===== src/sv/trm_pkg.sv =====
package trm_pkg;

  // configuration port geometry
  localparam int unsigned ADDR_W = 5;
  localparam int unsigned DATA_W = 32;

  // arithmetic constants
  localparam logic [31:0] HOUR_US    = 32'd3600000000;
  localparam logic [31:0] ROUND_HALF = 32'd2048;
  localparam logic [5:0]  MUL_STEPS  = 6'd16;
  localparam logic [5:0]  DIV_STEPS  = 6'd49;

  // register reset values
  localparam logic        RST_ENABLE       = 1'b1;
  localparam logic [19:0] RST_DEBOUNCE_US  = 20'd5000;
  localparam logic [15:0] RST_MM_PER_TIP   = 16'd18311;
  localparam logic [15:0] RST_RATE_SCALE   = 16'd4096;
  localparam logic [15:0] RST_TOTAL_SCALE  = 16'd4096;

  typedef enum logic [1:0] {
    MODE_TIP   = 2'd0,
    MODE_READ  = 2'd1,
    MODE_CLEAR = 2'd2
  } mode_t;

  typedef enum logic [2:0] {
    REG_ENABLE       = 3'd0,
    REG_DEBOUNCE_US  = 3'd1,
    REG_MM_PER_TIP   = 3'd2,
    REG_RATE_SCALE   = 3'd3,
    REG_RATE_OFFSET  = 3'd4,
    REG_TOTAL_SCALE  = 3'd5,
    REG_TOTAL_OFFSET = 3'd6
  } reg_idx_t;

  typedef enum logic {
    OP_MUL = 1'b0,
    OP_DIV = 1'b1
  } mdu_op_t;

  typedef enum logic [3:0] {
    ST_IDLE,
    ST_TOT_RAW,
    ST_TOT_CAL,
    ST_TOT_FIX,
    ST_NUM,
    ST_DIV,
    ST_RATE_CAL,
    ST_RATE_FIX,
    ST_OUT
  } state_t;

  typedef struct packed {
    logic               enable;
    logic [19:0]        debounce_us;
    logic [15:0]        mm_per_tip;
    logic [15:0]        rate_scale;
    logic signed [31:0] rate_offset;
    logic [15:0]        total_scale;
    logic signed [31:0] total_offset;
  } cfg_t;

  typedef struct packed {
    logic        start;
    mdu_op_t     op;
    logic [48:0] a;
    logic [31:0] b;
    logic [31:0] init;
  } mdu_req_t;

  typedef struct packed {
    logic busy;
    logic done;
  } mdu_sts_t;

endpackage


===== src/sv/trm_ifs.sv =====
// input channel: one request per item
interface trm_in_if;
  logic        valid;
  logic        ready;
  logic [1:0]  mode;
  logic [31:0] now_us;

  modport source (output valid, mode, now_us, input ready);
  modport sink   (input valid, mode, now_us, output ready);
endinterface

// result channel
interface trm_out_if;
  logic               valid;
  logic               ready;
  logic signed [47:0] rate_mmh;
  logic signed [47:0] depth_mm;

  modport source (output valid, rate_mmh, depth_mm, input ready);
  modport sink   (input valid, rate_mmh, depth_mm, output ready);
endinterface


===== src/sv/trm_regs.sv =====
module trm_regs (
  input  logic                         clk,
  input  logic                         rst_n,
  input  logic                         psel,
  input  logic                         penable,
  input  logic                         pwrite,
  input  logic [trm_pkg::ADDR_W-1:0]   paddr,
  input  logic [trm_pkg::DATA_W-1:0]   pwdata,
  output logic [trm_pkg::DATA_W-1:0]   prdata,
  output logic                         pready,
  output trm_pkg::cfg_t                cfg
);
  import trm_pkg::*;

  cfg_t     cfg_r;
  cfg_t     cfg_nxt;
  logic     wr_en;
  reg_idx_t idx;

  assign pready = 1'b1;
  assign wr_en  = psel & penable & pwrite;
  assign idx    = reg_idx_t'(paddr[ADDR_W-1:2]);
  assign cfg    = cfg_r;

  // register write decode
  always_comb begin
    cfg_nxt = cfg_r;
    if (wr_en) begin
      case (idx)
        REG_ENABLE:       cfg_nxt.enable       = pwdata[0];
        REG_DEBOUNCE_US:  cfg_nxt.debounce_us  = pwdata[19:0];
        REG_MM_PER_TIP:   cfg_nxt.mm_per_tip   = pwdata[15:0];
        REG_RATE_SCALE:   cfg_nxt.rate_scale   = pwdata[15:0];
        REG_RATE_OFFSET:  cfg_nxt.rate_offset  = pwdata;
        REG_TOTAL_SCALE:  cfg_nxt.total_scale  = pwdata[15:0];
        REG_TOTAL_OFFSET: cfg_nxt.total_offset = pwdata;
        default:          cfg_nxt = cfg_r;
      endcase
    end
  end

  always_ff @(posedge clk) begin
    if (!rst_n) begin
      cfg_r.enable       <= RST_ENABLE;
      cfg_r.debounce_us  <= RST_DEBOUNCE_US;
      cfg_r.mm_per_tip   <= RST_MM_PER_TIP;
      cfg_r.rate_scale   <= RST_RATE_SCALE;
      cfg_r.rate_offset  <= '0;
      cfg_r.total_scale  <= RST_TOTAL_SCALE;
      cfg_r.total_offset <= '0;
    end else begin
      cfg_r <= cfg_nxt;
    end
  end

  // read mux
  always_comb begin
    case (idx)
      REG_ENABLE:       prdata = {31'd0, cfg_r.enable};
      REG_DEBOUNCE_US:  prdata = {12'd0, cfg_r.debounce_us};
      REG_MM_PER_TIP:   prdata = {16'd0, cfg_r.mm_per_tip};
      REG_RATE_SCALE:   prdata = {16'd0, cfg_r.rate_scale};
      REG_RATE_OFFSET:  prdata = cfg_r.rate_offset;
      REG_TOTAL_SCALE:  prdata = {16'd0, cfg_r.total_scale};
      REG_TOTAL_OFFSET: prdata = cfg_r.total_offset;
      default:          prdata = '0;
    endcase
  end

endmodule


===== src/sv/trm_mdu.sv =====
module trm_mdu (
  input  logic              clk,
  input  logic              rst_n,
  input  trm_pkg::mdu_req_t req,
  output trm_pkg::mdu_sts_t sts,
  output logic [63:0]       res
);
  import trm_pkg::*;

  mdu_op_t     op_r;
  logic [63:0] acc_r, acc_nxt;
  logic [63:0] work_r, work_nxt;
  logic [31:0] opb_r, opb_nxt;
  logic [5:0]  count_r, count_nxt;
  logic        busy_r, busy_nxt;
  logic        done_r, done_nxt;

  logic [63:0] add_a, add_b;
  logic        add_c;
  logic [64:0] sum;
  logic [63:0] shifted;

  // shared adder: accumulate for multiply, trial subtract for divide
  assign shifted = {acc_r[62:0], work_r[48]};

  always_comb begin
    if (op_r == OP_DIV) begin
      add_a = shifted;
      add_b = ~{32'd0, opb_r};
      add_c = 1'b1;
    end else begin
      add_a = acc_r;
      add_b = opb_r[0] ? work_r : 64'd0;
      add_c = 1'b0;
    end
  end

  assign sum = {1'b0, add_a} + {1'b0, add_b} + {64'd0, add_c};

  // step control
  always_comb begin
    acc_nxt   = acc_r;
    work_nxt  = work_r;
    opb_nxt   = opb_r;
    count_nxt = count_r;
    busy_nxt  = busy_r;
    done_nxt  = 1'b0;
    if (busy_r) begin
      if (op_r == OP_DIV) begin
        acc_nxt  = sum[64] ? sum[63:0] : shifted;
        work_nxt = {work_r[62:0], sum[64]};
      end else begin
        acc_nxt  = sum[63:0];
        work_nxt = {work_r[62:0], 1'b0};
        opb_nxt  = {1'b0, opb_r[31:1]};
      end
      count_nxt = count_r - 6'd1;
      if (count_r == 6'd1) begin
        busy_nxt = 1'b0;
        done_nxt = 1'b1;
      end
    end else if (req.start) begin
      acc_nxt   = (req.op == OP_DIV) ? 64'd0 : {32'd0, req.init};
      work_nxt  = {15'd0, req.a};
      opb_nxt   = req.b;
      count_nxt = (req.op == OP_DIV) ? DIV_STEPS : MUL_STEPS;
      busy_nxt  = 1'b1;
    end
  end

  always_ff @(posedge clk) begin
    if (!rst_n) begin
      busy_r  <= 1'b0;
      done_r  <= 1'b0;
      count_r <= '0;
      op_r    <= OP_MUL;
    end else begin
      busy_r  <= busy_nxt;
      done_r  <= done_nxt;
      count_r <= count_nxt;
      if (!busy_r && req.start) begin
        op_r <= req.op;
      end
    end
  end

  // operand registers
  always_ff @(posedge clk) begin
    acc_r  <= acc_nxt;
    work_r <= work_nxt;
    opb_r  <= opb_nxt;
  end

  assign sts.busy = busy_r;
  assign sts.done = done_r;
  assign res      = (op_r == OP_DIV) ? work_r : acc_r;

endmodule


===== src/sv/tipping_bucket_rain_meter.sv =====
// Tipping-bucket rain meter.
// Input channel in_chan carries requests of mode (tip edge, read, clear) and a
// free-running microsecond stamp now_us. Result channel out_chan returns
// rate_mmh and depth_mm (signed Q.16, saturating) for each enabled read.
// Calibration registers sit on the APB port at byte address 4*index.
// Tip, clear, unused modes and disabled reads do not stall: the request is
// accepted and in_chan.ready stays high. An enabled read holds in_chan.ready
// low while one shared shift-add multiply / restoring divide unit runs: each
// multiply runs 16 steps, the divide 49 steps (49 quotient bits). A read runs
// the depth multiply and its calibration multiply; only when the rate is live
// does it add the rate numerator multiply, the divide and the rate calibration
// multiply before loading the result register.
// The result register decouples the channels: new requests are accepted while
// a finished result waits; a following read stalls before loading the
// register until the receiver has taken the previous result.
// Synchronous active-low reset clears the tip count, last tip time, last
// interval and result valid, and loads the register reset values.
module tipping_bucket_rain_meter (
  input  logic                         clk,
  input  logic                         rst_n,
  trm_in_if.sink                       in_chan,
  trm_out_if.source                    out_chan,
  input  logic                         psel,
  input  logic                         penable,
  input  logic                         pwrite,
  input  logic [trm_pkg::ADDR_W-1:0]   paddr,
  input  logic [trm_pkg::DATA_W-1:0]   pwdata,
  output logic [trm_pkg::DATA_W-1:0]   prdata,
  output logic                         pready
);
  import trm_pkg::*;

  localparam logic signed [53:0] SAT_HI = 54'sd140737488355327;
  localparam logic signed [53:0] SAT_LO = -54'sd140737488355328;

  cfg_t     cfg;
  mdu_req_t mdu_req;
  mdu_sts_t mdu_sts;
  logic [63:0] mdu_res;

  state_t state_r, state_nxt;
  logic   first_r;

  logic [31:0] tip_count_r, last_tip_r, last_iv_r;
  logic        gate_r;
  logic [47:0] total_r, rate_r;
  logic        out_valid_r;
  logic [47:0] out_rate_r, out_total_r;

  logic        in_acc;
  logic [31:0] dt;
  logic        tip_ok;
  logic        gate;
  logic        out_load;
  logic        is_read;

  trm_regs u_regs (
    .clk     (clk),
    .rst_n   (rst_n),
    .psel    (psel),
    .penable (penable),
    .pwrite  (pwrite),
    .paddr   (paddr),
    .pwdata  (pwdata),
    .prdata  (prdata),
    .pready  (pready),
    .cfg     (cfg)
  );

  trm_mdu u_mdu (
    .clk   (clk),
    .rst_n (rst_n),
    .req   (mdu_req),
    .sts   (mdu_sts),
    .res   (mdu_res)
  );

  // drop the 12 scale fraction bits, add offset, saturate to 48 bits
  function automatic logic [47:0] calib(input logic [63:0] acc,
                                        input logic [31:0] ofs);
    logic signed [53:0] s;
    s = $signed({2'b00, acc[63:12]}) + $signed({{22{ofs[31]}}, ofs});
    if (s > SAT_HI) begin
      calib = SAT_HI[47:0];
    end else if (s < SAT_LO) begin
      calib = SAT_LO[47:0];
    end else begin
      calib = s[47:0];
    end
  endfunction

  // request decode
  assign in_chan.ready = (state_r == ST_IDLE);
  assign in_acc        = in_chan.valid & in_chan.ready;
  assign dt            = in_chan.now_us - last_tip_r;
  assign tip_ok        = (dt >= {12'd0, cfg.debounce_us});
  assign gate          = (last_iv_r != 32'd0) && (last_iv_r < HOUR_US) &&
                         ({1'b0, dt} <= {last_iv_r, 1'b0});
  assign is_read       = in_acc && (in_chan.mode == MODE_READ) && cfg.enable;
  assign out_load      = (state_r == ST_OUT) && (!out_valid_r || out_chan.ready);

  // next state
  always_comb begin
    state_nxt = state_r;
    case (state_r)
      ST_IDLE:     if (is_read) state_nxt = ST_TOT_RAW;
      ST_TOT_RAW:  if (mdu_sts.done) state_nxt = ST_TOT_CAL;
      ST_TOT_CAL:  if (mdu_sts.done) state_nxt = ST_TOT_FIX;
      ST_TOT_FIX:  state_nxt = gate_r ? ST_NUM : ST_OUT;
      ST_NUM:      if (mdu_sts.done) state_nxt = ST_DIV;
      ST_DIV:      if (mdu_sts.done) state_nxt = ST_RATE_CAL;
      ST_RATE_CAL: if (mdu_sts.done) state_nxt = ST_RATE_FIX;
      ST_RATE_FIX: state_nxt = ST_OUT;
      ST_OUT:      if (out_load) state_nxt = ST_IDLE;
      default:     state_nxt = ST_IDLE;
    endcase
  end

  // unit requests per state
  always_comb begin
    mdu_req.start = 1'b0;
    mdu_req.op    = OP_MUL;
    mdu_req.a     = '0;
    mdu_req.b     = '0;
    mdu_req.init  = '0;
    case (state_r)
      ST_TOT_RAW: begin
        mdu_req.start = first_r;
        mdu_req.a     = {17'd0, tip_count_r};
        mdu_req.b     = {16'd0, cfg.mm_per_tip};
      end
      ST_TOT_CAL: begin
        mdu_req.start = first_r;
        mdu_req.a     = {1'b0, mdu_res[47:0]};
        mdu_req.b     = {16'd0, cfg.total_scale};
        mdu_req.init  = ROUND_HALF;
      end
      ST_NUM: begin
        mdu_req.start = first_r;
        mdu_req.a     = {17'd0, HOUR_US};
        mdu_req.b     = {16'd0, cfg.mm_per_tip};
        mdu_req.init  = {1'b0, last_iv_r[31:1]};
      end
      ST_DIV: begin
        mdu_req.start = first_r;
        mdu_req.op    = OP_DIV;
        mdu_req.a     = mdu_res[48:0];
        mdu_req.b     = last_iv_r;
      end
      ST_RATE_CAL: begin
        mdu_req.start = first_r;
        mdu_req.a     = {1'b0, mdu_res[47:0]};
        mdu_req.b     = {16'd0, cfg.rate_scale};
        mdu_req.init  = ROUND_HALF;
      end
      default: mdu_req.start = 1'b0;
    endcase
  end

  // sequencer state
  always_ff @(posedge clk) begin
    if (!rst_n) begin
      state_r <= ST_IDLE;
      first_r <= 1'b0;
    end else begin
      state_r <= state_nxt;
      first_r <= (state_nxt != state_r);
    end
  end

  // gauge state: tips and clears
  always_ff @(posedge clk) begin
    if (!rst_n) begin
      tip_count_r <= '0;
      last_tip_r  <= '0;
      last_iv_r   <= '0;
    end else if (in_acc) begin
      if (in_chan.mode == MODE_TIP) begin
        if (tip_ok) begin
          last_iv_r   <= dt;
          last_tip_r  <= in_chan.now_us;
          tip_count_r <= tip_count_r + 32'd1;
        end
      end else if (in_chan.mode == MODE_CLEAR) begin
        tip_count_r <= '0;
        last_tip_r  <= '0;
        last_iv_r   <= '0;
      end
    end
  end

  // working results
  always_ff @(posedge clk) begin
    if (is_read) begin
      gate_r <= gate;
      rate_r <= '0;
    end
    if (state_r == ST_TOT_FIX) begin
      total_r <= calib(mdu_res, cfg.total_offset);
    end
    if (state_r == ST_RATE_FIX) begin
      rate_r <= calib(mdu_res, cfg.rate_offset);
    end
  end

  // result register
  always_ff @(posedge clk) begin
    if (!rst_n) begin
      out_valid_r <= 1'b0;
    end else if (out_load) begin
      out_valid_r <= 1'b1;
    end else if (out_chan.ready) begin
      out_valid_r <= 1'b0;
    end
  end

  always_ff @(posedge clk) begin
    if (out_load) begin
      out_rate_r  <= rate_r;
      out_total_r <= total_r;
    end
  end

  assign out_chan.valid    = out_valid_r;
  assign out_chan.rate_mmh = out_rate_r;
  assign out_chan.depth_mm = out_total_r;

  // checks
  a_read_starts: assert property (@(posedge clk) disable iff (!rst_n)
    is_read |=> (state_r == ST_TOT_RAW))
    else $error("enabled read did not start the sequence");

  a_start_idle: assert property (@(posedge clk) disable iff (!rst_n)
    mdu_req.start |-> !mdu_sts.busy)
    else $error("arithmetic unit started while busy");

  a_clear: assert property (@(posedge clk) disable iff (!rst_n)
    (in_acc && in_chan.mode == MODE_CLEAR) |=>
      (tip_count_r == 32'd0 && last_iv_r == 32'd0 && last_tip_r == 32'd0))
    else $error("clear left gauge state");

  a_bounce: assert property (@(posedge clk) disable iff (!rst_n)
    (in_acc && in_chan.mode == MODE_TIP && !tip_ok) |=> $stable(tip_count_r))
    else $error("bounced tip changed the count");

  a_done_in_op: assert property (@(posedge clk) disable iff (!rst_n)
    mdu_sts.done |-> (state_r == ST_TOT_RAW || state_r == ST_TOT_CAL ||
                      state_r == ST_NUM || state_r == ST_DIV ||
                      state_r == ST_RATE_CAL))
    else $error("arithmetic unit finished outside an operation state");

endmodule


===== src/flat_wrapper.sv =====
// flat-port wrapper written by rule: the top's interface ports become plain ports
module tipping_bucket_rain_meter_flat import trm_pkg::*;
  (clk, rst_n, psel, penable, pwrite, paddr, pwdata, prdata, pready, in_chan_valid, in_chan_mode, in_chan_now_us, in_chan_ready, out_chan_valid, out_chan_rate_mmh, out_chan_depth_mm, out_chan_ready);
  trm_in_if in_chan_i ();
  trm_out_if out_chan_i ();
  input  logic clk;
  input  logic rst_n;
  input  logic psel;
  input  logic penable;
  input  logic pwrite;
  input  logic [trm_pkg::ADDR_W-1:0] paddr;
  input  logic [trm_pkg::DATA_W-1:0] pwdata;
  output logic [trm_pkg::DATA_W-1:0] prdata;
  output logic pready;
  input wire logic [$bits(in_chan_i.valid)-1:0] in_chan_valid;
  input wire logic [$bits(in_chan_i.mode)-1:0] in_chan_mode;
  input wire logic [$bits(in_chan_i.now_us)-1:0] in_chan_now_us;
  output wire logic [$bits(in_chan_i.ready)-1:0] in_chan_ready;
  output wire logic [$bits(out_chan_i.valid)-1:0] out_chan_valid;
  output wire logic [$bits(out_chan_i.rate_mmh)-1:0] out_chan_rate_mmh;
  output wire logic [$bits(out_chan_i.depth_mm)-1:0] out_chan_depth_mm;
  input wire logic [$bits(out_chan_i.ready)-1:0] out_chan_ready;
  assign in_chan_i.valid = in_chan_valid;
  assign in_chan_i.mode = in_chan_mode;
  assign in_chan_i.now_us = in_chan_now_us;
  assign in_chan_ready = in_chan_i.ready;
  assign out_chan_valid = out_chan_i.valid;
  assign out_chan_rate_mmh = out_chan_i.rate_mmh;
  assign out_chan_depth_mm = out_chan_i.depth_mm;
  assign out_chan_i.ready = out_chan_ready;
  tipping_bucket_rain_meter u_core (.clk(clk), .rst_n(rst_n), .in_chan(in_chan_i), .out_chan(out_chan_i), .psel(psel), .penable(penable), .pwrite(pwrite), .paddr(paddr), .pwdata(pwdata), .prdata(prdata), .pready(pready));
endmodule

===== config.mk =====
export PLATFORM = sky130hd
export DESIGN_NAME = tipping_bucket_rain_meter_flat
export DESIGN_NICKNAME = d
export VERILOG_FILES = /design/src/sv/trm_pkg.sv /design/src/sv/trm_ifs.sv /design/src/sv/trm_regs.sv /design/src/sv/trm_mdu.sv /design/src/sv/tipping_bucket_rain_meter.sv /design/src/flat_wrapper.sv
export SDC_FILE = /design/constraint.sdc
export NUM_CORES = 2
export LEC_CHECK = 0
export ABC_AREA = 1
export BUFFER_PORTS_ARGS = -buffer_cell sky130_fd_sc_hd__buf_2
export CAP_MARGIN = 20
export CORE_AREA = 2 2 270 272
export CTS_CLUSTER_SIZE = 14
export DETAILED_ROUTE_END_ITERATION = 8
export DIE_AREA = 0 0 272 274
export PLACE_DENSITY = 0.77
export SLEW_MARGIN = 20
export SYNTH_ARGS = -nofsm -noshare
export SYNTH_HDL_FRONTEND = slang
export SYNTH_SLANG_ARGS = --single-unit

===== constraint.sdc =====
create_clock -name clk -period 10.3 [get_ports clk]
set_input_delay 2.06 -clock clk [delete_from_list [all_inputs] [get_ports clk]]
set_output_delay 2.06 -clock clk [all_outputs]
set_load 0.03 [all_outputs]

==> flow_summary.yaml <==
pwr:
  leakage_uw: 0.0208
  p_seq_share_pct: 45.2
  vdd_ir_drop_max_mv: 0.135
  power_switching_uw: 1550
  p_clk_share_pct: 43.8
  comb_power_share_pct: 10.9
  cellPowerDensity_nw_per_um2: 123
  internal-power_uw: 4150
  p_sw_share_pct: 27.2
placed_design:
  dp_cells: 7055
  io_buffers: 205
  pre_cts_ws_ns: 3.72
  dp_hpwl_um: 113000
  place.gp.congestion: 1.04
logic_synthesis:
  ys_warn_count: 0
  synthMuxAreaShare_pct: 0
  synthArstFlopShare_pct: 0
  synth_top_family_by_area: "simple AND/OR/NAND/NOR gates"
  netlist_instances: 6066
  synth.distinct_cells: 56
  yosys.area_share.simple_pct: 27.0
  yosysTopAreaCell: "edfxtp_1"
  synth_flop_cell: "edfxtp_1"
  seq_area_frac_synth_pct: 36.3
  synth_area_leaders: "edfxtp_1 25%, nand2_1 13%, dfxtp_1 11%"
  syn_nets: 6403
  ys_ff_latch: 597
  avgSynthCellArea_sq_um: 7.03
  synth_compound_area_share_pct: 16.4
  synth_xor_area_share_pct: 3.31
  synth_top_area_share_pct: 24.9
  synth_edf_count: 353
  synth_area_sq_um: 42700
  synth_fa_ha_area_share_pct: 7.69
clocking:
  cts_inserted_buffers: 70
  h-tree-depth: 3
  path_clk_slew_ns: 0.05
  root_buffer: "clkbuf_16"
  cts_buffer_depth: 3
  clock-sinks: 597
  holdBufCountCts: 0
  post_cts_resized: 0
  clock_latency_ns: 0.64
  cts_setup_buffers: 0
  cts_tree: "yes"
route:
  wl_met1_um: 58100
  dr_total_vias: 42509
  drt-vias-per-instance: 5.91
  drt.antenna.violating_nets: 0
  met2_length_um: 64500
  first_iter_violations: 5028
  route.met3.wl_um: 13900
  highest_layer: "met4"
  drtPass1Iterations: 6
  route.detailed.drc: 0
  detail_route.wl_per_cell_um: 20.5
  routed_wl_um: 147000
die:
  ios: 209
  die_w_um: 272
  core_sq_um: 72000
  start_util_pct: 59.3
  die_h_um: 274
  num_rows: 99
  die_area_sq_um: 74500
setup_path:
  timing.rr.end: "u_core.u_mdu.acc_r[51]$_SDFFCE_PN0P_"
  cp-endpoint: "prdata[9]"
  crit_start: "paddr[2]"
  endpoint_kind: "primary output"
  r2r_slack_ns: 4.00
  critical_path_class: "primary input to primary output"
  critPathMaxFanout: 17
  critPathArrivalTime_ns: 4.65
  cp-start-kind: "primary input"
  reg2reg_depth: 15
  cp.required_ns: 8.24
  timing.rr.start: "u_core.u_mdu.op_r$_SDFFE_PN0P_"
global_route:
  grt_max_degree: 93
  grt_pass1_vias: 38606
  grt_first_pass_wirelength_um: 221000
  antenna_found_initial: 7
  grt_usage_pct: 38.4
  overflow: 0
sta:
  clock_skew_ns: 0.0233
  fin_crit_sh_pct: 65.2
  final.setup.tns_ns: 0
  timing.final.ws_setup_ns: 3.59
  fin_crit_ns: 6.71
  hold_viol: 0
  grt_setup_unrepaired: "false"
  finalMaxSlewViolations: 0
  worstMarginPinSlew_ns: 1.13
  relSlewSlack_pct: 24.7
  setup_viol_count_final: 0
  hold_slack_ns: 0.414
  fmax_ghz: 0.149
flow_run:
  cap_violations: 0
cells_and_area:
  drive_above_1_share_pct: 7.23
  final_common_cell: "nand2_1"
  layoutNonFillerInstCount: 7190
  final_cell_mix: "1,438 x nand2_1, 831 x nor2_1, 745 x inv_1"
  nets: 6507
  area_delta_synth_final_pct: 9.07
status:
  outcome: "complete, no violations"
worst_hold_path:
  hold_start: "u_core.rate_r[47]$_SDFFCE_PN0P_"
  hp-class: "register to register"
-- flip-flops by register name, indices dropped and copies added (netlist names) --
name                      flops
u_core.u_regs.cfg           133
u_core.u_mdu.acc_r           64
u_core.u_mdu.work_r          64
u_core.out_chan.depth_mm     48
u_core.out_chan.rate_mmh     48
u_core.rate_r                48
u_core.total_r               48
u_core.last_iv_r             32
u_core.last_tip_r            32
u_core.tip_count_r           32
u_core.u_mdu.opb_r           32
u_core.u_mdu.count_r          6
u_core.state_r                4
u_core.first_r                1
u_core.gate_r                 1
u_core.out_chan.valid         1
u_core.u_mdu.busy_r           1
u_core.u_mdu.done_r           1
u_core.u_mdu.op_r             1
-- how the worst min path moves through the flow --
stage / to / cells after the start
floorplan: u_core.out_chan.depth_mm[0]$_DFFE_PP_ / 0
global placement: u_core.out_chan.depth_mm[30]$_DFFE_PP_ / 0
detailed placement: u_core.out_chan.depth_mm[3]$_DFFE_PP_ / 0
CTS: u_core.out_chan.rate_mmh[34]$_DFFE_PP_ / 0
global route: u_core.out_chan.rate_mmh[28]$_DFFE_PP_ / 0
finish: u_core.out_chan.rate_mmh[47]$_DFFE_PP_ / 0
-- layer usage --
layer,vias to the layer above,global-route usage [%]
met4,0,24.4
met5,-,0
met2,2147,60.1
met3,455,6.55
li1,20405,-
met1,19502,49.4
-- worst max-delay path: stages --
cell      delay, ns
buf_2          0.13
inv_1          0.09
nor3_1         0.55
clkinv_1       0.77
o221ai_1       0.73
buf_2          0.31
-- layout make-up --
| type | instances | area (sq um) |
|---|---|---|
| timing repair buffer | 256 | 1430 |
| fill | 6686 | 25400 |
| clock buffer | 87 | 1850 |
| clock inverter | 39 | 410 |
| inverter | 763 | 2870 |
| sequential | 597 | 15500 |
| multi-input combinational | 4482 | 23300 |
| tap | 959 | 1200 |
| antenna | 7 | 17.5 |
-- per-stage QoR --
| step | util, % | cell area (sq um) | power, uW |
|---|---|---|---|
| 2_1_floorplan | - | 42700 | 3040 |
| 3_3_place_gp | 61.4 | 44200 | 3220 |
| 3_5_place_dp | 61.4 | 44200 | 3230 |
| 4_1_cts | 64.6 | 46500 | 5700 |
| 5_1_grt | 64.6 | 46500 | 5870 |
| 6_report | 64.6 | 46500 | 5700 |
-- power groups by stage --
stage	Clock [uW]	Combinational, uW	Sequential (uW)
floorplan	0	425	2610
global placement	0	593	2630
detailed placement	0	604	2630
CTS	2520	609	2580
global route	2600	691	2580
finish	2500	623	2580
-- cell usage after synthesis, types with 42 or more instances --
library cell	instances
a21oi_1	516
clkbuf_1	148
dfxtp_1	244
edfxtp_1	353
ha_1	254
inv_1	751
nand2_1	1439
nand3_1	249
nand4_1	134
nor2_1	834
nor3_1	56
o21ai_0	468
o22ai_1	42
xnor2_1	59
xor2_1	102
-- cells by family after synthesis --
group | Yosys count
simple gates | 2801
compound gates | 1260
buf+inv | 987
flops | 597
fa+ha+maj | 259
xor+xnor | 161
other cells | 1
Note: power is estimated with default switching activity, not from simulation.
